File: src/rtl/kscnt_pkg.sv
// ----------------------------------------------------------------------------
// kscnt_pkg
// Shared types and constants of the keyed statistics counter table.
// ----------------------------------------------------------------------------
package kscnt_pkg;

   localparam int unsigned BucketsDefault = 16;
   localparam int unsigned WaysDefault    = 4;
   localparam int unsigned DrainLimit     = 64;
   localparam int unsigned DrainCntW      = 7;

   localparam logic [1:0] ModeAdd   = 2'd0;
   localparam logic [1:0] ModeMax   = 2'd1;
   localparam logic [1:0] ModeDrain = 2'd2;
   localparam logic [1:0] ModeNone  = 2'd3;

   localparam logic [1:0] StUpdated = 2'd0;
   localparam logic [1:0] StFull    = 2'd1;
   localparam logic [1:0] StDrained = 2'd2;
   localparam logic [1:0] StEmpty   = 2'd3;

   typedef struct packed {
      logic [1:0]  mode;
      logic [31:0] key;
      logic [31:0] value;
   } cmd_type;

   typedef struct packed {
      logic [31:0] out_key;
      logic [31:0] count;
      logic [1:0]  status;
      logic        last;
   } rsp_type;

endpackage

File: src/rtl/kscnt_front.sv
// ----------------------------------------------------------------------------
// kscnt_front
// Input stage: accepts commands, drops unused modes, queues the rest.
// ----------------------------------------------------------------------------
module kscnt_front (
   input  logic              clock,
   input  logic              reset,
   input  logic              in_valid,
   output logic              in_ready,
   input  kscnt_pkg::cmd_type in_cmd,
   output logic              q_valid,
   input  logic              q_ready,
   output kscnt_pkg::cmd_type q_cmd
);

   // two-entry queue
   kscnt_pkg::cmd_type buf_ff [2];
   logic [1:0] cnt_ff, cnt_in;
   logic       rp_ff, rp_in, wp_ff, wp_in;
   logic       push, pop, keep;

   assign in_ready = (cnt_ff != 2'd2);
   assign keep     = (in_cmd.mode == kscnt_pkg::ModeAdd) ||
                     (in_cmd.mode == kscnt_pkg::ModeMax) ||
                     (in_cmd.mode == kscnt_pkg::ModeDrain);
   assign push     = in_valid && in_ready && keep;
   assign q_valid  = (cnt_ff != 2'd0);
   assign pop      = q_valid && q_ready;
   assign q_cmd    = buf_ff[rp_ff];

   always_comb begin
      cnt_in = cnt_ff + {1'b0, push} - {1'b0, pop};
      rp_in  = rp_ff ^ pop;
      wp_in  = wp_ff ^ push;
   end

   always_ff @(posedge clock) begin
      if (reset) begin
         cnt_ff <= 2'd0;
         rp_ff  <= 1'b0;
         wp_ff  <= 1'b0;
      end else begin
         cnt_ff <= cnt_in;
         rp_ff  <= rp_in;
         wp_ff  <= wp_in;
      end
      if (push) begin
         buf_ff[wp_ff] <= in_cmd;
      end
   end

endmodule

File: config.mk
export PLATFORM = sky130hd
export DESIGN_NAME = kscnt_front
export DESIGN_NICKNAME = d
export VERILOG_FILES = /design/src/rtl/kscnt_pkg.sv /design/src/rtl/kscnt_front.sv
export SDC_FILE = /design/constraint.sdc
export NUM_CORES = 1
export LEC_CHECK = 0
export ABC_AREA = 1
export BUFFER_PORTS_ARGS = -buffer_cell sky130_fd_sc_hd__buf_2
export CORE_UTILIZATION = 52
export DETAILED_ROUTE_END_ITERATION = 16
export HOLD_SLACK_MARGIN = 0.05
export PLACE_DENSITY = 0.86
export SETUP_SLACK_MARGIN = 0.05
export SYNTH_ARGS = -nofsm -noshare
export SYNTH_HDL_FRONTEND = slang
export SYNTH_SLANG_ARGS = --single-unit
File: constraint.sdc
create_clock -name clock -period 5.35 [get_ports clock]
set_clock_uncertainty 0.15 [all_clocks]
set_input_delay 0.8025 -clock clock [delete_from_list [all_inputs] [get_ports clock]]
set_output_delay 0.8025 -clock clock [all_outputs]
set_load 0.01 [all_outputs]
==> results by group <==
Hold path
  – Critical hold path startpoint: reset
  – Worst Hold Depth: 2
  – Hold Crit Class: input port to flop
  – Hold endpoint: cnt_ff[0]

Global route
  – Antenna violations before repair: 0
  – Pin count of the biggest net entering global routing: 69
  – Global-route wire length before repair: 14100 um
  – Tot GR Track Use: 0.193
  – Overflow after GRT: 0
  – Via count of the first global-routing pass: 3143

Floorplan
  – Initial Utilization: 0.540
  – Core ar.: 9280 um2
  – Die Ht: 100 um
  – Die area: 10000 um2
  – Boundary Pins: 138
  – Core Rows: 35
  – Die Width: 100 um

Power and ir drop
  – Pwr Total: 3.22 mW
  – Power per cell area: 502 nW/um2
  – Static leakage: 2.76 nW
  – Peak supply drop: 0.272 mV

CTS
  – Clock buffer count from CTS: 17
  – Cts repair resizes: 0
  – Postcts setup bufs: 0
  – Hold_buf cts: 0
  – CTS tree: done
  – Clk sink count: 136
  – Clock Pin Slew Worst Setup and Hold Paths: 0.06 ns
  – Root buf cell: clkbuf_8
  – Latest clock arrival within the worst-skew pair: 0.49 ns
  – CTS Buffer Depth: 2
  – Max H-tree Level: 4

Layout
  – Ant. Diodes: 0
  – Area delta synth->final: 28.0%
  – Nets@finish: 596
  – FILL cells: 681
  – Share of cells above drive strength 1: 0.321
  – Post-Layout Cell Count: 665

Synthesis
  – Most common cell in the synthesized netlist: nand2_1
  – Ys flop type: edfxtp_1
  – Post-Syn Area per Cell: 13.2 um2
  – Post-synth cell types: 15
  – Syn Nets: 451
  – Yosys reg bits: 136
  – Ranking of synthesized cells by area: edfxtp_1 79%, nand2_1 15%, dfxtp_1 1.6%, buf_2 1.0%, inv_1 0.67%
  – Post-synth EDFFs: 132
  – Share of flip-flops with an asynchronous set or reset: 0
  – Synth area leader: edfxtp_1
  – Synth cell count leaders: 204 x nand2_1, 132 x edfxtp_1, 10 x buf_2, 9 x inv_1, 6 x nor2_1
  – Post-Syn Instances: 379
  – Sequential-to-total area share from yosys stat: 0.807
  – Synth top area share: 0.791
  – Syn Std Cell Area: 5010 um2
  – Synth Warn #: 0

Drt
  – DR iter-0 viols: 222
  – Vias after detailed routing: 3195
  – Average routed wire per standard cell: 14.0 um
  – Via-per-instance ratio: 4.80
  – Total Wirelength: 9300 um
  – Post-route ant nets: 0
  – DR pass1 iterations: 4
  – Drt drc: 0

Timing
  – Highest Clock Rate: 286 MHz
  – Worst-Margin Slew: 1.14 ns
  – Final Setup Violations: 0
  – Unrepaired setup endpoints after global routing: no
  – Fin. max-slew vios: 0
  – Final TNS setup: 0 ns
  – Slew headroom: 0.239
  – Post-layout minimum cycle time: 3.50 ns
  – Period utilisation layout: 0.654
  – Final hold viol count: 0

Worst setup path
  – CP required: 4.40 ns
  – Startpoint Class: flop
  – CP max FO: 68
  – Reg-to-Reg End: buf_ff[0][33]
  – Worst r2r src: cnt_ff[0]
  – Reg2Reg Depth: 6
  – Worst setup startpoint: rp_ff
  – Type of the worst setup path: flop to output port
  – Worst setup EP type: output port
  – Reg2Reg Setup Slack: 2.65 ns
  – Crit path DAT: 2.55 ns

Placed design
  – HPWL after DPL: 5800 um
  – Routability cong.: 0.714
  – Number of buffers added on ports: 137
  – Placed cells: 634

Status
  – Status: completed

Job
  – Max-Cap Viols: 0
==> metrics by stage <==
step	utilization	hold slack, ns	worst slack [ns]	cell area (um2)
after floorplan	-	0.384	0.908	5010
after global placement	0.626	0.477	2.21	5810
after detailed placement	0.626	0.510	2.14	5810
after CTS	0.691	0.307	1.82	6410
after global routing	0.691	0.303	1.64	6410
final	0.691	0.336	1.85	6410
==> where the power goes <==
| part | switching (mW) | internal, mW | total [mW] |
|---|---|---|---|
| Clock | 0.410 | 0.754 | 1.16 |
| Sequential | 0.0348 | 1.33 | 1.36 |
| Combinational | 0.456 | 0.233 | 0.689 |
| Total | 0.902 | 2.31 | 3.22 |
==> how the worst max path moves through the flow <==
stage,to,cells after the start,slack (ns)
detailed placement,buf_ff[0][31],6,2.14
global placement,buf_ff[0][32],6,2.21
global route,q_cmd[55],5,1.64
finish,q_cmd[39],5,1.85
floorplan,buf_ff[1][0],3,0.91
CTS,q_cmd[1],5,1.82
==> kinds of logic after synthesis <==
group,synth area share
simple gates,0.159
flops,0.807
buf+inv,0.0227
compound gates,0.00399
fa+ha+maj,0.00499
xor+xnor,0.00175
==> cells in the final DEF, fill, tap and decap left out, types with 2 or more instances in the layout <==
cell type   Yosys  layout
nor2_1          6       5
bufinv_16       0       4
clkinv_2        0       2
nand2_1       204     204
buf_4           3       3
clkbuf_16       0      16
clkinvlp_4      0       2
inv_6           0       2
nand3_1         2       2
inv_1           9       9
dfxtp_1         4       3
edfxtp_1      132     132
clkbuf_1        1       2
buf_2          10     137
a21oi_1         2       2
==> layer usage <==
| layer | vias up | share of wire | global-route usage |
|---|---|---|---|
| met5 | - | 0 | 0 |
| met4 | 0 | 0.015 | 0.104 |
| met1 | 1516 | 0.39 | 0.208 |
| li1 | 1561 | - | - |
| met3 | 12 | 0.055 | 0.0641 |
| met2 | 106 | 0.54 | 0.335 |
==> critical path: stages (launching register included) <==
cell	delay, ns
dfxtp_2	0.31
buf_4	0.53
inv_2	0.63
nand2_1	0.21
nand2_1	0.11
buf_2	0.15
==> state kept, by name, summed over array words and instances, names as in the netlist <==
register	cells
rp_ff	1
cnt_ff	2
buf_ff	132
wp_ff	1
==> area by class of cell <==
type                       instances  area, um2  area share
tap                              129        161      0.0252
multi-input combinational        219        862       0.134
sequential                       136       4050       0.631
inverter                          10       37.5     0.00585
clock buffer                      19        422      0.0658
timing repair buffer             140        708       0.110
clock inverter                    12        175      0.0273
Note: power is estimated with default switching activity, not from simulation.
