<file path="config.mk">
export PLATFORM = sky130hd
export DESIGN_NAME = kscnt_back
export DESIGN_NICKNAME = d
export VERILOG_FILES = /design/src/rtl/kscnt_pkg.sv /design/src/rtl/kscnt_ram.sv /design/src/rtl/kscnt_back.sv
export SDC_FILE = /design/constraint.sdc
export NUM_CORES = 2
export LEC_CHECK = 0
export BUFFER_PORTS_ARGS = -buffer_cell sky130_fd_sc_hd__buf_2
export CORE_ASPECT_RATIO = 1.4
export CORE_MARGIN = 5
export CORE_UTILIZATION = 30
export DETAILED_ROUTE_END_ITERATION = 7
export PLACE_DENSITY = 0.43
export RECOVER_POWER = 25
export SYNTH_ARGS = -nofsm -noshare
export SYNTH_HDL_FRONTEND = slang
export SYNTH_MEMORY_MAX_BITS = 65536
export SYNTH_SLANG_ARGS = --single-unit
export TNS_END_PERCENT = 5
</file>
<file path="constraint.sdc">
create_clock -name clock -period 8.9 [get_ports clock]
set_clock_uncertainty 0.15 [all_clocks]
set_input_delay 0.89 -clock clock [delete_from_list [all_inputs] [get_ports clock]]
set_output_delay 0.89 -clock clock [all_outputs]
set_load 0.03 [all_outputs]
</file>
<file path="src/rtl/kscnt_pkg.sv">
// ----------------------------------------------------------------------------
// kscnt_pkg
// Shared types and constants of the keyed statistics counter table.
// ----------------------------------------------------------------------------
package kscnt_pkg;

   localparam int unsigned BucketsDefault = 16;
   localparam int unsigned WaysDefault    = 4;
   localparam int unsigned DrainLimit     = 64;
   localparam int unsigned DrainCntW      = 7;

   localparam logic [1:0] ModeAdd   = 2'd0;
   localparam logic [1:0] ModeMax   = 2'd1;
   localparam logic [1:0] ModeDrain = 2'd2;
   localparam logic [1:0] ModeNone  = 2'd3;

   localparam logic [1:0] StUpdated = 2'd0;
   localparam logic [1:0] StFull    = 2'd1;
   localparam logic [1:0] StDrained = 2'd2;
   localparam logic [1:0] StEmpty   = 2'd3;

   typedef struct packed {
      logic [1:0]  mode;
      logic [31:0] key;
      logic [31:0] value;
   } cmd_type;

   typedef struct packed {
      logic [31:0] out_key;
      logic [31:0] count;
      logic [1:0]  status;
      logic        last;
   } rsp_type;

endpackage

</file>
<file path="src/rtl/kscnt_ram.sv">
// ----------------------------------------------------------------------------
// kscnt_ram
// Generic single-port-write, single-port-read RAM with registered read.
// ----------------------------------------------------------------------------
module kscnt_ram #(
   parameter int unsigned WIDTH = 32,
   parameter int unsigned DEPTH = 64
) (
   input  logic                     clock,
   input  logic                     wr_en,
   input  logic [$clog2(DEPTH)-1:0] wr_addr,
   input  logic [WIDTH-1:0]         wr_data,
   input  logic [$clog2(DEPTH)-1:0] rd_addr,
   output logic [WIDTH-1:0]         rd_data
);

   logic [WIDTH-1:0] mem_ff [DEPTH];

   always_ff @(posedge clock) begin
      if (wr_en) begin
         mem_ff[wr_addr] <= wr_data;
      end
      rd_data <= mem_ff[rd_addr];
   end

endmodule

</file>
<file path="src/rtl/kscnt_back.sv">
// ----------------------------------------------------------------------------
// kscnt_back
// Execution engine: bucket lookup, update, drain walk and result register.
// ----------------------------------------------------------------------------
module kscnt_back #(
   parameter int unsigned BUCKETS = kscnt_pkg::BucketsDefault,
   parameter int unsigned WAYS    = kscnt_pkg::WaysDefault
) (
   input  logic               clock,
   input  logic               reset,
   input  logic               q_valid,
   output logic               q_ready,
   input  kscnt_pkg::cmd_type q_cmd,
   output logic               out_valid,
   input  logic               out_ready,
   output kscnt_pkg::rsp_type out_rsp
);

   localparam int unsigned Slots = BUCKETS * WAYS;
   localparam int unsigned SW    = (Slots > 1) ? $clog2(Slots) : 1;
   localparam int unsigned BW    = (BUCKETS > 1) ? $clog2(BUCKETS) : 1;
   localparam int unsigned WW    = (WAYS > 1) ? $clog2(WAYS) : 1;
   localparam int unsigned VW    = $clog2(Slots + 1);
   // key mod BUCKETS: quotient by reciprocal multiply, exact for 32-bit keys
   localparam int unsigned LB    = (BUCKETS > 1) ? $clog2(BUCKETS) : 0;
   localparam logic [63:0] RecipWide =
      ((64'd1 << (32 + LB)) + 64'(BUCKETS) - 64'd1) / 64'(BUCKETS);
   localparam logic [32:0] Recip = RecipWide[32:0];

   typedef enum logic [7:0] {
      S_IDLE  = 8'b00000001,
      S_CLEAR = 8'b00000010,
      S_HASH  = 8'b00000100,
      S_LOOK  = 8'b00001000,
      S_EVAL  = 8'b00010000,
      S_DRD   = 8'b00100000,
      S_DEV   = 8'b01000000,
      S_OUT   = 8'b10000000
   } state_type;

   state_type state_ff, state_in;
   kscnt_pkg::cmd_type cmd_ff;
   logic [64:0]   prod_ff;
   logic [SW-1:0] clr_ff, clr_in;
   logic [BW-1:0] bkt_ff, bkt_in;
   logic [WW-1:0] way_ff, way_in;
   logic [VW-1:0] slot_ff, slot_in;
   logic [kscnt_pkg::DrainCntW-1:0] n_ff, n_in;
   logic          hit_fnd_ff, hit_fnd_in, free_fnd_ff, free_fnd_in;
   logic [WW-1:0] hit_w_ff, hit_w_in, free_w_ff, free_w_in;
   logic [31:0]   hit_c_ff, hit_c_in;
   logic          pend_ff, pend_in;
   kscnt_pkg::rsp_type pend_rsp_ff, pend_rsp_in;
   kscnt_pkg::rsp_type hold_rsp_ff, hold_rsp_in;
   logic          ov_ff, ov_in;
   kscnt_pkg::rsp_type ord_ff, ord_in;

   // entry RAM: {valid, key, count}
   logic          wr_en;
   logic [SW-1:0] wr_addr, rd_addr;
   logic [64:0]   wr_data, rd_data;

   kscnt_ram #(.WIDTH(65), .DEPTH(Slots)) u_ram (
      .clock  (clock),
      .wr_en  (wr_en),
      .wr_addr(wr_addr),
      .wr_data(wr_data),
      .rd_addr(rd_addr),
      .rd_data(rd_data)
   );

   logic          rvalid;
   logic [31:0]   rkey, rcnt;
   logic [31:0]   quot, hrem;
   logic [31:0]   newc;
   logic [WW-1:0] sel_w;
   logic          positive;

   assign rvalid   = rd_data[64];
   assign rkey     = rd_data[63:32];
   assign rcnt     = rd_data[31:0];
   assign positive = rvalid && (rcnt != 32'd0) && !rcnt[31];
   assign out_valid = ov_ff;
   assign out_rsp   = ord_ff;
   assign q_ready   = (state_ff == S_IDLE);

   function automatic logic [SW-1:0] addr_of(input logic [BW-1:0] b, input logic [WW-1:0] w);
      addr_of = SW'(32'(b) * WAYS + 32'(w));
   endfunction

   always_comb begin
      state_in    = state_ff;
      clr_in      = clr_ff;
      bkt_in      = bkt_ff;
      way_in      = way_ff;
      slot_in     = slot_ff;
      n_in        = n_ff;
      hit_fnd_in  = hit_fnd_ff;
      free_fnd_in = free_fnd_ff;
      hit_w_in    = hit_w_ff;
      free_w_in   = free_w_ff;
      hit_c_in    = hit_c_ff;
      pend_in     = pend_ff;
      pend_rsp_in = pend_rsp_ff;
      hold_rsp_in = hold_rsp_ff;
      ov_in       = ov_ff && !out_ready;
      ord_in      = ord_ff;
      wr_en       = 1'b0;
      wr_addr     = clr_ff;
      wr_data     = '0;
      rd_addr     = addr_of(bkt_ff, way_ff);
      quot        = '0;
      hrem        = '0;
      newc        = '0;
      sel_w       = '0;

      // move pending result into the output register
      if (pend_ff && !ov_in) begin
         ov_in   = 1'b1;
         ord_in  = pend_rsp_ff;
         pend_in = 1'b0;
      end

      case (state_ff)
         S_CLEAR: begin
            wr_en  = 1'b1;
            clr_in = clr_ff + 1'b1;
            if (32'(clr_ff) == Slots - 1) begin
               state_in = S_IDLE;
            end
         end
         S_IDLE: begin
            if (q_valid) begin
               way_in      = '0;
               slot_in     = '0;
               n_in        = '0;
               hit_fnd_in  = 1'b0;
               free_fnd_in = 1'b0;
               if (q_cmd.mode == kscnt_pkg::ModeDrain) begin
                  bkt_in   = '0;
                  rd_addr  = addr_of('0, '0);
                  state_in = S_DEV;
               end else begin
                  state_in = S_HASH;
               end
            end
         end
         S_HASH: begin
            // prod_ff holds key * Recip
            quot     = 32'(prod_ff >> (32 + LB));
            hrem     = cmd_ff.key - quot * BUCKETS;
            bkt_in   = BW'(hrem);
            rd_addr  = addr_of(bkt_in, '0);
            state_in = S_LOOK;
         end
         S_LOOK: begin
            // rd_data holds way way_ff
            if (rvalid) begin
               if (!hit_fnd_ff && rkey == cmd_ff.key) begin
                  hit_fnd_in = 1'b1;
                  hit_w_in   = way_ff;
                  hit_c_in   = rcnt;
               end
            end else if (!free_fnd_ff) begin
               free_fnd_in = 1'b1;
               free_w_in   = way_ff;
            end
            if (32'(way_ff) == WAYS - 1) begin
               state_in = S_EVAL;
            end else begin
               way_in  = way_ff + 1'b1;
               rd_addr = addr_of(bkt_ff, way_in);
            end
         end
         S_EVAL: begin
            if (!pend_in) begin
               if (!hit_fnd_ff && !free_fnd_ff) begin
                  pend_rsp_in = '{cmd_ff.key, 32'd0, kscnt_pkg::StFull, 1'b1};
               end else begin
                  logic [31:0] base;
                  base  = hit_fnd_ff ? hit_c_ff : 32'd0;
                  sel_w = hit_fnd_ff ? hit_w_ff : free_w_ff;
                  if (cmd_ff.mode == kscnt_pkg::ModeAdd) begin
                     newc = base + cmd_ff.value;
                  end else begin
                     newc = ($signed(cmd_ff.value) > $signed(base)) ? cmd_ff.value : base;
                  end
                  wr_en   = 1'b1;
                  wr_addr = addr_of(bkt_ff, sel_w);
                  wr_data = {1'b1, cmd_ff.key, newc};
                  pend_rsp_in = '{cmd_ff.key, newc, kscnt_pkg::StUpdated, 1'b1};
               end
               pend_in  = 1'b1;
               state_in = S_IDLE;
            end
         end
         S_DEV: begin
            // rd_data holds slot slot_ff; the latest drained entry waits in
            // hold_rsp_ff until it is known whether it is the final one
            if (32'(slot_ff) == Slots || 32'(n_ff) == kscnt_pkg::DrainLimit) begin
               if (!pend_in) begin
                  if (n_ff == '0) begin
                     pend_rsp_in = '{32'd0, 32'd0, kscnt_pkg::StEmpty, 1'b1};
                  end else begin
                     pend_rsp_in      = hold_rsp_ff;
                     pend_rsp_in.last = 1'b1;
                  end
                  pend_in  = 1'b1;
                  state_in = S_IDLE;
               end
            end else if (positive) begin
               if (!pend_in) begin
                  if (n_ff != '0) begin
                     pend_rsp_in = hold_rsp_ff;
                     pend_in     = 1'b1;
                  end
                  hold_rsp_in = '{rkey, rcnt, kscnt_pkg::StDrained, 1'b0};
                  wr_en   = 1'b1;
                  wr_addr = SW'(slot_ff);
                  wr_data = {1'b1, rkey, 32'd0};
                  n_in    = n_ff + 1'b1;
                  slot_in = slot_ff + 1'b1;
                  rd_addr = SW'(slot_in);
                  state_in = S_DRD;
               end else begin
                  rd_addr = SW'(slot_ff);
               end
            end else begin
               slot_in  = slot_ff + 1'b1;
               rd_addr  = SW'(slot_in);
               state_in = S_DRD;
            end
         end
         S_DRD: begin
            // wait state for the registered read of slot_ff
            rd_addr  = SW'(slot_ff);
            state_in = S_DEV;
         end
         default: state_in = S_IDLE;
      endcase
   end

   always_ff @(posedge clock) begin
      if (reset) begin
         state_ff <= S_CLEAR;
         clr_ff   <= '0;
         pend_ff  <= 1'b0;
         ov_ff    <= 1'b0;
      end else begin
         state_ff <= state_in;
         clr_ff   <= clr_in;
         pend_ff  <= pend_in;
         ov_ff    <= ov_in;
      end
      if (state_ff == S_IDLE && q_valid) begin
         cmd_ff  <= q_cmd;
         prod_ff <= 65'(q_cmd.key) * 65'(Recip);
      end
      bkt_ff      <= bkt_in;
      way_ff      <= way_in;
      slot_ff     <= slot_in;
      n_ff        <= n_in;
      hit_fnd_ff  <= hit_fnd_in;
      free_fnd_ff <= free_fnd_in;
      hit_w_ff    <= hit_w_in;
      free_w_ff   <= free_w_in;
      hit_c_ff    <= hit_c_in;
      pend_rsp_ff <= pend_rsp_in;
      hold_rsp_ff <= hold_rsp_in;
      ord_ff      <= ord_in;
   end

endmodule

</file>
==> results.yml <==
logic_synthesis:
  synth_fp_nets: 12800
  yosysTopAreaCell: "edfxtp_1"
  synth-async-reset-ratio_pct: 0
  syn_area_per_cell_um2: 14.2
  synthMuxAreaShare_pct: 3.66
  synth_xor_area_share_pct: 0.321
  synth_edf_count: 4482
  ys_types: 86
  syn_area_mm2: 0.180
  synth_top_area_share_pct: 74.7
  synth.area.top_cells: "edfxtp_1, nand2_1, mux2i_1, nand3_1, a21oi_1"
  synth_common_cells: "edfxtp_1, nand2_1, nand3_1"
  synth_most_common_cell: "edfxtp_1"
  synthCells: 12700
  synthAdderAreaFrac_pct: 0.580
  synth_top_family_by_area: "simple AND/OR/NAND/NOR gates"
  synth_simple_gate_area_share_pct: 10.3
  yosysWarnings: 0
  synthFlopType: "edfxtp_1"
  ys_seq_area_share_pct: 75.6
  synth-compound-area-share_pct: 7.41
  yosys_register_bits: 4563
route:
  drt_pass1_iterations: 6
  post-route-drc-count: 0
  wl_per_cell_um: 32.9
  viasPerCell: 5.33
  drt-initial-drc-count: 12500
  routed_wl_um: 699000
  vias: 113000
  drt.antenna.violating_nets: 0
pwr:
  power.leakage_nw: 73.5
  p_sw_share_pct: 22.7
  p_seq_share_pct: 53.1
  p_int_mw: 34.2
  peakVddDrop_v: 0.000178
  p_sw_mw: 10.0
  p_comb_share_pct: 4.2
  clkPwrFrac_pct: 42.7
  powerDensity_mw_per_mm2: 214
setup_path:
  crit_arrival_ns: 8.19
  required_ns: 9.34
  crit_fanout: 65
  critPathLaunchType: "flop"
  critPathLaunch: "state_ff[6]"
  r2r-start: "state_ff[6]"
  critical_path_buf_inv_count: 5
  worst_path_dominant_cell_family: "simple AND/OR/NAND/NOR gates"
  cp_common_cell: "buf_4"
  slowest_stage: "nor3_1"
  cp_cell_sequence: "nor4b_1 > nand2_4 > nor3_1 > inv_1 > nor3_4 > nor2_2 > inv_1 > buf_4 > nor2_1 > nor2_1 > nand3_1 > nor2_4 > buf_4 > buf_4"
  cpPeakStageDelay_ns: 0.88
  cp-end-kind: "flop"
  worst-setup-path-type: "reg -> reg"
timing:
  setup_ws_ns: 1.15
  max_freq_mhz: 129
  setup_viol: 0
  period_minus_slack_ns: 7.75
  rsz0062_at_grt: "false"
  hold_violations: 0
  slew_viol_final: 1944
  finalSetupTns_ns: 0
  max_slew_margin_pct: -180
  min_period_over_period_pct: 87.0
  tightestPinTransition_ns: 4.20
worst_hold_path:
  hold_path_class: "in -> reg"
  min_from: "reset"
outcome:
  violations: "capacitance limit, slew limit"
  outcome: "complete, but fails checks"
placement:
  dp_slack_ns: 2.05
  port_buffers: 138
  gp_congestion: 0.861
  dp_hpwl_um: 366000
  dp.cells: 20300
die:
  row_count: 337
  core_region_area_mm2: 0.600
  die_x_um: 665
  initial_utilization_pct: 30.0
  dieArea_mm2: 0.617
  ios: 139
  die_h_um: 927
clock_tree:
  cts_tree: "yes"
  numCtsBuffers: 454
  cts_max_level: 5
  path_clk_slew_ns: 0.06
  clock_latency_ns: 1.11
  post_cts_buffers: 0
  cts.sinks: 4563
  cts_buffer_depth: 4
  cts_root_buffer: "clkbuf_16"
global_route:
  busiest_layer: "met2"
  grt_usage_pct: 21.8
  grt_use_met2_pct: 37.3
  grt_pass1_wl_um: 942000
  grtUsageMet3_pct: 2.69
  grt_antenna_before_repair: 40
  grt_pass1_vias: 109000
  grt_max_degree: 152
  overflow: 0
  grt_use_met1_pct: 28.7
layout:
  instances_no_fill: 21200
  layout-drive-gt1-share_pct: 8.83
  fin_nets: 13000
  synthToLayoutAreaGrowth_pct: 14.6
  fillers: 57900
job:
  cap_violations: 35
==> layout make-up <==
| class | count | area (um2) | area share, % |
|---|---|---|---|
| diodes | 6 | 15.0 | 0.00727 |
| clock buffers | 615 | 12400 | 6.02 |
| clock inverters | 220 | 1780 | 0.862 |
| inverters | 79 | 298 | 0.144 |
| multi-input cells | 7221 | 40900 | 19.8 |
| flip-flops and latches | 4563 | 136000 | 66.0 |
| well taps | 7966 | 9970 | 4.83 |
| repair buffers | 568 | 4950 | 2.40 |
==> per-stage QoR <==
stage / util (%) / instance area (um2) / total power [mW] / hold WS [ns]
after floorplan: - / 180000 / 24.9 / 0.250
after global placement: 32.0 / 192000 / 25.8 / 0.253
after detailed placement: 32.0 / 192000 / 25.8 / 0.255
after CTS: 34.5 / 207000 / 44.6 / 0.0270
after global routing: 34.4 / 206000 / 45.5 / 0.108
final: 34.4 / 207000 / 44.2 / 0.128
==> path summary, 6_finish.rpt <==
path              cells past startpoint              endpoint  slack [ns]
setup / recovery                     14  u_ram.mem_ff[41][39]        1.15
hold / removal                        2           state_ff[4]        0.13
setup reg to reg                     14  u_ram.mem_ff[41][39]        1.15
hold reg to reg                       0           out_rsp[22]        0.26
==> worst reg2reg max path: stages (launching register included) <==
cell,delay (ns)
dfxtp_1,0.45
nor4b_1,0.76
nand2_4,0.69
nor3_1,0.88
inv_1,0.32
nor3_4,0.36
nor2_2,0.14
inv_1,0.09
buf_4,0.54
nor2_1,0.29
nor2_1,0.25
nand3_1,0.62
nor2_4,0.37
buf_4,0.52
buf_4,0.79
==> kinds of logic after synthesis <==
kind of cell,after synthesis
other cells,1
simple gates,4335
fa+ha+maj,83
compound gates,2077
mux,659
flops,4563
xor+xnor,66
buf+inv,910
==> state kept, by name, indices dropped and copies added (netlist names), 2 cells and up <==
register	cells
bkt_ff	4
clr_ff	6
cmd_ff	34
free_w_ff	2
hit_c_ff	32
hit_w_ff	2
hold_rsp_ff	64
n_ff	7
out_rsp	67
pend_rsp_ff	67
prod_ff	32
slot_ff	7
state_ff	8
u_ram.mem_ff	4160
u_ram.rd_data	65
way_ff	2
==> per-layer routing <==
layer | wire length [um] | vias up
met3 | 41300 | 1017
met5 | 16 | -
met4 | 25800 | 4
met2 | 344000 | 4286
li1 | - | 48300
met1 | 289000 | 59500
==> cells in the final DEF (no fill, tap or decap), types with 88 or more instances in the layout <==
cell | Yosys | layout
buf_12 | 0 | 88
clkbuf_16 | 0 | 460
nand2_1 | 2695 | 2691
a21oi_1 | 908 | 906
buf_4 | 21 | 242
nor2_1 | 276 | 213
nand4_1 | 89 | 89
clkinv_1 | 1 | 91
a221oi_1 | 264 | 264
o21ai_0 | 173 | 173
o22ai_1 | 131 | 131
edfxtp_1 | 4482 | 4482
nor3_1 | 99 | 90
nand3_1 | 961 | 960
a31oi_1 | 158 | 157
mux2i_1 | 659 | 659
clkbuf_1 | 409 | 250
==> power by group through the flow <==
stage	clock network (mW)	registers, mW	logic (mW)
2_1_floorplan	0	23.8	1.01
3_3_place_gp	0	24.0	1.84
3_5_place_dp	0	24.0	1.84
4_1_cts	19.2	23.5	1.87
5_1_grt	20.1	23.5	1.95
6_report	18.9	23.5	1.85
==> repair_timing <==
item,4_1_cts,5_1_grt
hold buffers,68,0
setup endpoints to repair,0,0
hold endpoints to repair,67,0
gates resized for setup,0,0
No activity file was read; power rests on OpenSTA's default activity.
